### config.mk
export PLATFORM = sky130hd
export DESIGN_NAME = tbc_map
export DESIGN_NICKNAME = d
export VERILOG_FILES = /design/src/sv/tbc_pkg.sv /design/src/sv/tbc_map.sv
export SDC_FILE = /design/constraint.sdc
export NUM_CORES = 1
export LEC_CHECK = 0
export BUFFER_PORTS_ARGS = -buffer_cell sky130_fd_sc_hd__buf_2
export CAP_MARGIN = 40
export CORE_UTILIZATION = 45
export DETAILED_ROUTE_END_ITERATION = 7
export PLACE_DENSITY = 0.95
export SLEW_MARGIN = 20
export SYNTH_ARGS = -nofsm -noshare
export SYNTH_HDL_FRONTEND = slang
export SYNTH_SLANG_ARGS = --single-unit
### constraint.sdc
create_clock -name vclk -period 3.2
set_input_delay 0.32 -clock vclk [all_inputs]
set_output_delay 0.32 -clock vclk [all_outputs]
set_load 0.01 [all_outputs]
### src/sv/tbc_pkg.sv
`default_nettype none

package tbc_pkg;

   // field widths
   localparam int FN_W   = 22;
   localparam int TN_W   = 3;
   localparam int CODE_W = 4;
   localparam int CORR_W = 3;
   localparam int MOD_W  = 7;
   localparam int REG_W  = 32;
   localparam int MODE_W = 2;
   localparam int IDX_W  = 1;

   typedef logic [FN_W-1:0]   fn_type;
   typedef logic [TN_W-1:0]   tn_type;
   typedef logic [CODE_W-1:0] code_type;
   typedef logic [CORR_W-1:0] corr_type;
   typedef logic [MOD_W-1:0]  mod_type;
   typedef logic [MODE_W-1:0] mode_type;
   typedef logic [IDX_W-1:0]  idx_type;

   // register indexes
   localparam idx_type REG_SLOT_TYPES = 1'd0;
   localparam idx_type REG_RX_MODE    = 1'd1;

   // receive modes
   localparam mode_type MODE_OFF     = 2'd0;
   localparam mode_type MODE_BASE    = 2'd1;
   localparam mode_type MODE_ACQUIRE = 2'd2;

   // expected burst types
   localparam corr_type CT_OFF  = 3'd0;
   localparam corr_type CT_IDLE = 3'd1;
   localparam corr_type CT_TSC  = 3'd2;
   localparam corr_type CT_RACH = 3'd3;
   localparam corr_type CT_SCH  = 3'd4;

   // channel combination codes
   localparam code_type SLOT_NONE     = 4'd0;
   localparam code_type SLOT_I        = 4'd1;
   localparam code_type SLOT_II       = 4'd2;
   localparam code_type SLOT_III      = 4'd3;
   localparam code_type SLOT_IV       = 4'd4;
   localparam code_type SLOT_V        = 4'd5;
   localparam code_type SLOT_VI       = 4'd6;
   localparam code_type SLOT_VII      = 4'd7;
   localparam code_type SLOT_XIII     = 4'd8;
   localparam code_type SLOT_FILL     = 4'd9;
   localparam code_type SLOT_LOOPBACK = 4'd10;

   // multiframe lengths
   localparam mod_type MF_26  = 7'd26;
   localparam mod_type MF_51  = 7'd51;
   localparam mod_type MF_52  = 7'd52;
   localparam mod_type MF_102 = 7'd102;

   // reciprocal constants: q = (fn * RECIP) >> RECIP_SHIFT is the quotient or one less
   localparam int RECIP_W     = 24;
   localparam int RECIP_SHIFT = 28;
   localparam int PROD_W      = FN_W + RECIP_W;
   localparam int Q51_W       = 17;
   localparam int Q26_W       = 18;
   localparam logic [RECIP_W-1:0] RECIP_51 = 24'd5263440;
   localparam logic [RECIP_W-1:0] RECIP_26 = 24'd10324440;

   typedef struct packed {
      corr_type corr;
      logic     process;
      mod_type  modulus;
      mod_type  filler;
      logic     tx_zero;
   } result_type;

endpackage

`default_nettype wire

### src/sv/tbc_map.sv
`default_nettype none

module tbc_map (
   input  tbc_pkg::code_type   code,
   input  tbc_pkg::mode_type   mode,
   input  tbc_pkg::mod_type    m26,
   input  tbc_pkg::mod_type    m51,
   input  tbc_pkg::mod_type    m52,
   input  tbc_pkg::mod_type    m102,
   output tbc_pkg::result_type result
);
   import tbc_pkg::*;

   corr_type slot_corr;
   mod_type  modulus;
   mod_type  filler;

   // expected burst per combination
   always_comb begin
      case (code)
         SLOT_NONE:                   slot_corr = CT_OFF;
         SLOT_I, SLOT_II, SLOT_III:   slot_corr = CT_TSC;
         SLOT_IV, SLOT_VI:            slot_corr = CT_RACH;
         SLOT_V: begin
            if ((m51 >= 7'd14 && m51 <= 7'd36) || m51 == 7'd4 || m51 == 7'd5 ||
                m51 == 7'd45 || m51 == 7'd46)
               slot_corr = CT_RACH;
            else
               slot_corr = CT_TSC;
         end
         SLOT_VII: begin
            slot_corr = (m51 >= 7'd12 && m51 <= 7'd14) ? CT_IDLE : CT_TSC;
         end
         SLOT_XIII: begin
            if (m52 == 7'd12 || m52 == 7'd38)
               slot_corr = CT_RACH;
            else if (m52 == 7'd25 || m52 == 7'd51)
               slot_corr = CT_IDLE;
            else
               slot_corr = CT_TSC;
         end
         SLOT_FILL:                   slot_corr = CT_IDLE;
         SLOT_LOOPBACK: begin
            slot_corr = (m51 >= 7'd48) ? CT_IDLE : CT_TSC;
         end
         default:                     slot_corr = CT_OFF;
      endcase
   end

   // multiframe length and filler index
   always_comb begin
      case (code)
         SLOT_IV, SLOT_V, SLOT_VI: begin
            modulus = MF_51;
            filler  = m51;
         end
         SLOT_VII: begin
            modulus = MF_102;
            filler  = m102;
         end
         SLOT_XIII: begin
            modulus = MF_52;
            filler  = m52;
         end
         default: begin
            modulus = MF_26;
            filler  = m26;
         end
      endcase
   end

   always_comb begin
      result.modulus = modulus;
      result.filler  = filler;
      result.tx_zero = (code == SLOT_NONE);
      if (mode == MODE_ACQUIRE) begin
         result.corr    = CT_SCH;
         result.process = 1'b1;
      end else if (mode == MODE_BASE) begin
         result.corr    = slot_corr;
         result.process = (slot_corr == CT_TSC) || (slot_corr == CT_RACH);
      end else begin
         result.corr    = slot_corr;
         result.process = 1'b0;
      end
   end

endmodule

`default_nettype wire

==> flow_summary.toml, run 1 <==
[global_routing]
antenna_found_initial = 0
grt_max_degree = 19
grt_pass1_vias = 690
grt_usage_pct = 25.5
gr-max-usage-layer = "met2"
gr-usage-met1_pct = 36.4
met3_usage_pct = 0.556
grt_overflow = 0
grt_pass1_wl_mm = 2.95
grtUsageMet2_pct = 43.5

[power_and_ir_drop]
pwr_density_cell_mw_per_mm2 = 135
peakVddDrop_uv = 67.4
leakage_nw = 0.433
power_uw = 121

[critical_path]
crit_required_ps = 2880
cp_top_family = "simple AND/OR/NAND/NOR gates"
worst-path-max-fanout = 12
crit_arrival_ps = 2060
crit_path_frequent_cell = "buf_2"
crit_chain = "buf_2 -> nand2b_1 -> or3_1 -> a2111o_1 -> a41oi_2 -> buf_2"
worstSetupPathType = "in -> out"
critPathSlowestCell = "or3_1"
start_kind = "input port"
crit_path_end_kind = "primary output"
cp.buffers_inverters = 2
critPathMaxStageDelay_ps = 480

[yosys]
yosysUniqueCellTypes = 42
synthTopCellsByCount = "nand2_1 (23), a21oi_1 (12), nor2_1 (9)"
synth_fp_nets = 140
yosys_warnings = 0
synth_top_area_share_pct = 13.1
synth_most_common_cell = "nand2_1"
avgSynthCellArea_um2 = 6.21
ys_seq_area_share_pct = 0
synth.area.top_cells = "nand2_1 (13%), a21oi_1 (9.1%), o21a_1 (6.8%), o21ai_0 (6.1%), nor2_1 (5.1%)"
yosys.area.top_type = "nand2_1"
syn_inst = 106
synth_area_um2 = 658

[timing]
worst_pin_slew_ps = 567
setup-tns-final_ps = 0
maxSlewViolCount = 0
rsz0062_at_grt = "no"
relSlewSlack_pct = 62.2
whs_ps = 957
hold_viol_final = 0
max_freq_mhz = 420
post-route-period-util_pct = 74.4
period_minus_slack_ps = 2380
worst_slack_ps = 820
setup_violations = 0

[die]
die_area_mm2 = 0.00162
rows = 13
coreArea_mm2 = 0.00133
io_pins = 53
die_y_um = 40.2
die_w_um = 40.2
start_util_pct = 49.3

[drt]
first_pass_iters = 4
ant_nets = 0
wl_per_cell_um = 12.2
vias = 966
drt_iter0_markers = 30
viasPerCell = 5.75
routed_wl_mm = 2.05
drc = 0

[cells_and_area]
antenna_cells = 0
stdcell_count = 168
seq_cell_count = 0
fillCellCount = 112
syn2layout_area_growth_pct = 36.3
fin_nets = 189
nClkBuffers = 0
layout-drive-gt1-share_pct = 41.2
multi_input_area_um2 = 589
utilization_pct = 67.3
final_area_um2 = 897
seq_area_um2 = 0

[outcome]
outcome = "complete, no violations"

[clock_network]
postCtsSetupRepairBufs = 0
cts-hold-fix-buffers = 0
post_cts_resized = 0

[placement]
dp_cells = 168
gp_congestion = 0.865
place_ws_ps = 847
portBuffers = 53
dpl.hpwl_mm = 1.67
post_dp_cell_area_um2 = 897

[worst_hold_path]
hold_path_class = "in -> out"

[job]
maxCapViolCount = 0
## routing by layer
metal	part of all wire [%]	wire length, um
met5	0	0
met4	0.78	16
met3	8.7	179
met2	49	1010
met1	41	848
## report_power, final
part / switching (mW) / total (mW) / internal, mW
Sequential: 0 / 0 / 0
Combinational: 0.0676 / 0.121 / 0.0535
Clock: 0 / 0 / 0
## cell type report
cell class	instances	area share [%]
Inverter	5	2.65
Multi-Input combinational cell	95	65.7
Tap cell	15	2.09
Timing Repair Buffer	53	29.6
## cell usage in the layout, fill, tap and decap left out, types with 2 or more instances in the layout
cell type and n:
buf_2 53, nand2_1 23, a21oi_1 12, nor2_1 9, o21ai_0 8, o21a_1 6, nand2b_1 4, inv_1 3
inv_4 2, nor2b_1 2, nand3b_1 2, a21o_1 2, or3_1 2
## worst min-delay path, delay by kind of cell
kind,cells,cell delay [ps]
buffers and inverters,2,200
AOI/OAI and AO/OA,1,120
## logic make-up after synthesis
family / after synthesis / share of synthesized area [%]
muxes: 1 / 1.71
xor gates and xnor gates: 1 / 1.33
AOI/OAI and AO/OA: 39 / 40.3
and+or+nand+nor: 54 / 46.2
buffers and inverters: 11 / 10.5
## final timing paths
path	to	slack, ps	cells past startpoint	start
max	result[16]	820	6	code[3]
min	result[2]	960	3	m26[1]
Power figures use the tool's default switching activity.
==> run 2, diff against run 1 <==
--- a/config.mk
+++ b/config.mk
@@ -5,11 +5,12 @@
 export SDC_FILE = /design/constraint.sdc
 export NUM_CORES = 1
 export LEC_CHECK = 0
+export ABC_AREA = 1
 export BUFFER_PORTS_ARGS = -buffer_cell sky130_fd_sc_hd__buf_2
 export CAP_MARGIN = 40
-export CORE_UTILIZATION = 45
+export CORE_UTILIZATION = 36
 export DETAILED_ROUTE_END_ITERATION = 7
-export PLACE_DENSITY = 0.95
+export PLACE_DENSITY = 0.92
 export SLEW_MARGIN = 20
 export SYNTH_ARGS = -nofsm -noshare
 export SYNTH_HDL_FRONTEND = slang
==> constraint.sdc (replaced) <==
create_clock -name vclk -period 2.05
set_input_delay 0.205 -clock vclk [all_inputs]
set_output_delay 0.205 -clock vclk [all_outputs]
set_load 0.01 [all_outputs]
==> flow_summary.toml, run 2 <==
[outcome]
outcome = "complete, no violations"

[critical_path]
critPathSlowestCell = "nor2_2"
critPathMaxStageDelay_ps = 360
worstSetupPathType = "in -> out"
crit_path_end_kind = "primary output"
worst-path-max-fanout = 11
crit_chain = "buf_2 -> inv_1 -> nand2_1 -> nor2_2 -> nand3_1 -> nand2_1 -> nor2_1 -> a21oi_2 -> buf_2"
crit_arrival_ps = 1350
crit_required_ps = 1850
start_kind = "input port"

[cells_and_area]
final_cell_mix = "nand2_1 (53), buf_2 (53), inv_1 (22)"
fin_nets = 215
antenna_cells = 0
nClkBuffers = 0
layout-drive-gt1-share_pct = 35.8
stdcell_count = 195
seq_cell_count = 0
seq_area_um2 = 0
fillCellCount = 160
syn2layout_area_growth_pct = 46.7
multi_input_area_um2 = 485

[global_routing]
grt_max_degree = 12
antenna_found_initial = 0
grt_usage_pct = 19.0
met3_usage_pct = 0.431
gr-usage-met1_pct = 27.0
grt_pass1_vias = 756
grt_overflow = 0
gr-max-usage-layer = "met2"
grtUsageMet2_pct = 33.8
grt_pass1_wl_mm = 2.88

[yosys]
avgSynthCellArea_um2 = 4.62
synthTopCellsByCount = "nand2_1 (53), inv_1 (22), nor2_1 (19)"
syn_inst = 127
synth_top_area_share_pct = 33.9
synth_area_um2 = 587
yosysUniqueCellTypes = 17
yosys_warnings = 0
yosys.area.top_type = "nand2_1"
ys_seq_area_share_pct = 0
synth_fp_nets = 161
synth.area.top_cells = "nand2_1 (34%), inv_1 (14%), nor2_1 (12%), o2111ai_1 (10%), nand3_1 (6.8%)"
synth_most_common_cell = "nand2_1"

[worst_hold_path]
hold_path_class = "in -> out"

[placement]
portBuffers = 53
gp_congestion = 0.852
place_ws_ps = 489
dp_cells = 195
dpl.hpwl_mm = 1.47

[drt]
routed_wl_mm = 1.67
ant_nets = 0
vias = 917
wl_per_cell_um = 8.58
drt_iter0_markers = 15
first_pass_iters = 4
drc = 0
viasPerCell = 4.70

[power_and_ir_drop]
pwr_density_cell_mw_per_mm2 = 192
power_switching_uw = 95.2
p_int_uw = 70.4
p_seq_share_pct = 0
swShare_pct = 57.5
power_frac_clock_pct = 0
peakVddDrop_uv = 83.9
leakage_nw = 0.548
p_comb_share_pct = 100.0

[timing]
worst_pin_slew_ps = 441
post-route-period-util_pct = 76.0
worst_slack_ps = 492
hold_viol_final = 0
relSlewSlack_pct = 70.6
rsz0062_at_grt = "no"
setup-tns-final_ps = 0
maxSlewViolCount = 0
max_freq_mhz = 642
period_minus_slack_ps = 1560
setup_violations = 0

[clock_network]
post_cts_resized = 0
cts-hold-fix-buffers = 0
postCtsSetupRepairBufs = 0

[die]
rows = 14
start_util_pct = 39.0
die_w_um = 42.4
die_y_um = 42.4
die_area_mm2 = 0.00180
io_pins = 53
coreArea_mm2 = 0.00151

[job]
maxCapViolCount = 0
-- run 2: power groups by stage --
| stage | sequential (mW) | clock (mW) | combinational (mW) |
|---|---|---|---|
| after CTS | 0 | 0 | 0.167 |
| final | 0 | 0 | 0.166 |
| after detailed placement | 0 | 0 | 0.166 |
| after global routing | 0 | 0 | 0.187 |
| after global placement | 0 | 0 | 0.165 |
| after floorplan | 0 | 0 | 0.0904 |
-- run 2: path summary, 6_finish.rpt --
| check | depth (start not counted) | slack (ps) | from | to |
|---|---|---|---|---|
| worst max-delay path | 9 | 490 | code[3] | result[16] |
| worst min-delay path | 4 | 710 | m26[3] | result[4] |
-- run 2: metrics by stage --
| stage | utilization (%) | hold slack [ps] | instance area [um2] | power [mW] |
|---|---|---|---|---|
| after floorplan | - | 554 | 587 | 0.0904 |
| after global placement | 57.1 | 713 | 861 | 0.165 |
| after detailed placement | 57.1 | 713 | 861 | 0.166 |
| after CTS | 57.1 | 713 | 861 | 0.167 |
| after global routing | 57.1 | 740 | 861 | 0.187 |
| final | 57.1 | 708 | 861 | 0.166 |
-- run 2: cell type report --
| class | count | area share, % |
|---|---|---|
| well taps | 16 | 2.33 |
| repair buffers | 53 | 30.8 |
| inverters | 24 | 10.5 |
| multi-input cells | 102 | 56.4 |
-- run 2: kinds of logic (layout without fill, tap and decap cells) --
logic type / count (synthesis) / after routing / share of synthesized area [%]
AND/OR/NAND/NOR: 89 / 89 / 66.1
buffers and inverters: 25 / 77 / 17.3
AO/OA/AOI/OAI: 13 / 13 / 16.6
-- run 2: worst max-delay path: cells and delay by family --
family | cells | cell delay (ps)
simple gates | 5 | 690
buf+inv | 3 | 340
compound gates | 1 | 120
-- run 2: routing by layer --
metal	share of wire, %	vias to the layer above
met3	6.4	2
met5	0	-
li1	-	500
met4	0.72	0
met2	46	33
met1	47	382
==> run 3, diff against run 2 <==
==> constraint.sdc (replaced) <==
create_clock -name vclk -period 1.3
set_input_delay 0.13 -clock vclk [all_inputs]
set_output_delay 0.13 -clock vclk [all_outputs]
set_load 0.01 [all_outputs]
==> flow_summary.toml, run 3 (synthesis results as in run 2) <==
[global_routing]
antenna_found_initial = 0
grt_pass1_vias = 741
grt_pass1_wl_mm = 2.75
grt_overflow = 0
grt_usage_pct = 18.3
grt_max_degree = 11

[timing]
max_freq_mhz = 781
whs_ps = 558
rsz0062_at_grt = "yes"
period_minus_slack_ps = 1280
setup_violations = 0
worst_pin_slew_ps = 209
post-route-period-util_pct = 98.5
hold_viol_final = 0
maxSlewViolCount = 0
worst_slack_ps = 19.1
relSlewSlack_pct = 86.0
setup-tns-final_ps = 0

[drt]
drt_iter0_markers = 17
first_pass_iters = 4
routed_wl_mm = 1.83
ant_nets = 0
wl_per_cell_um = 9.11
viasPerCell = 4.74
drc = 0
vias = 953

[critical_path]
crit_arrival_ps = 1150
critPathSlowestCell = "nor2_8"
endpoint = "result[7]"
crit_path_frequent_cell = "buf_2"
crit_start = "code[1]"
critPathMaxStageDelay_ps = 170
crit_chain = "buf_2 -> nor2_4 -> inv_2 -> nor2_8 -> buf_6 -> buf_4 -> nand2_1 -> o2111ai_1 -> buf_2"
worstSetupPathType = "in -> out"
cp_top_family = "buffers and inverters"
cp.depth = 9
worst-path-max-fanout = 6
crit_required_ps = 1170
crit_path_end_kind = "primary output"
start_kind = "input port"
cp.buffers_inverters = 5

[die]
io_pins = 53
die_y_um = 42.4
rows = 14
die_w_um = 42.4
start_util_pct = 39.0
coreArea_mm2 = 0.00151
die_area_mm2 = 0.00180

[cells_and_area]
fin_nets = 221
final_cell_mix = "nand2_1 (53), buf_2 (53), inv_1 (22)"
seq_area_um2 = 0
syn2layout_area_growth_pct = 58.4
antenna_cells = 0
stdcell_count = 201
nClkBuffers = 0
seq_cell_count = 0
fillCellCount = 146
layout-drive-gt1-share_pct = 38.9

[outcome]
outcome = "complete, no violations"

[placement]
dp_cells = 199
portBuffers = 53
place_ws_ps = 39.0
gp_congestion = 0.855
dpl.hpwl_mm = 1.51

[worst_hold_path]
hold_path_class = "in -> out"

[power_and_ir_drop]
pwr_density_cell_mw_per_mm2 = 299
peakVddDrop_uv = 129
leakage_nw = 0.583

[job]
maxCapViolCount = 0

[clock_network]
cts-hold-fix-buffers = 0
[run 3: through the flow]
step	instance area [um2]	utilization [%]	total power, mW
final	930	61.7	0.278
after global routing	930	61.7	0.309
after CTS	891	59.1	0.270
after detailed placement	891	59.1	0.269
after global placement	891	59.1	0.267
after floorplan	587	-	0.143
[run 3: how the worst min path moves through the flow]
| stage | startpoint | to | slack (ps) | cells after the start |
|---|---|---|---|---|
| final | m26[0] | result[1] | 560 | 4 |
| after floorplan | m26[0] | result[1] | 400 | 2 |
| after global placement | m26[4] | result[5] | 560 | 4 |
| after CTS | m26[6] | result[7] | 560 | 4 |
| after global routing | m26[2] | result[3] | 580 | 4 |
| after detailed placement | m26[6] | result[7] | 560 | 4 |
[run 3: what timing repair did]
| action | in CTS | in global routing |
|---|---|---|
| buffers inserted | 0 | 3 |
| resized for setup | 0 | 8 |
| setup endpoints to repair | 0 | 10 |
[run 3: area by class of cell]
class	instances	area (um2)	share of cell area (%)
inverter	24	90.1	9.69
tap	16	20.0	2.15
timing repair buffer	59	314	33.8
multi-input combinational	102	505	54.4
[run 3: worst min-delay path: cells and delay by family]
| kind | cells | cell delay, ps |
|---|---|---|
| compound gates | 1 | 60 |
| buf+inv | 2 | 200 |
| simple gates | 1 | 40 |
[run 3: report_power, final]
part	internal [mW]	leakage (nW)	total, mW	switching (mW)
Combinational	0.120	0.583	0.278	0.158
Clock	0	0	0	0
Sequential	0	0	0	0
Total	0.120	0.583	0.278	0.158
[run 3: routing by layer]
layer / GRT usage, % / up-vias / wire length [um]
met5: 0 / - / 0
met4: 0 / 0 / 17
met3: 0 / 2 / 130
met2: 34.5 / 35 / 888
met1: 24.7 / 405 / 794
li1: - / 511 / -
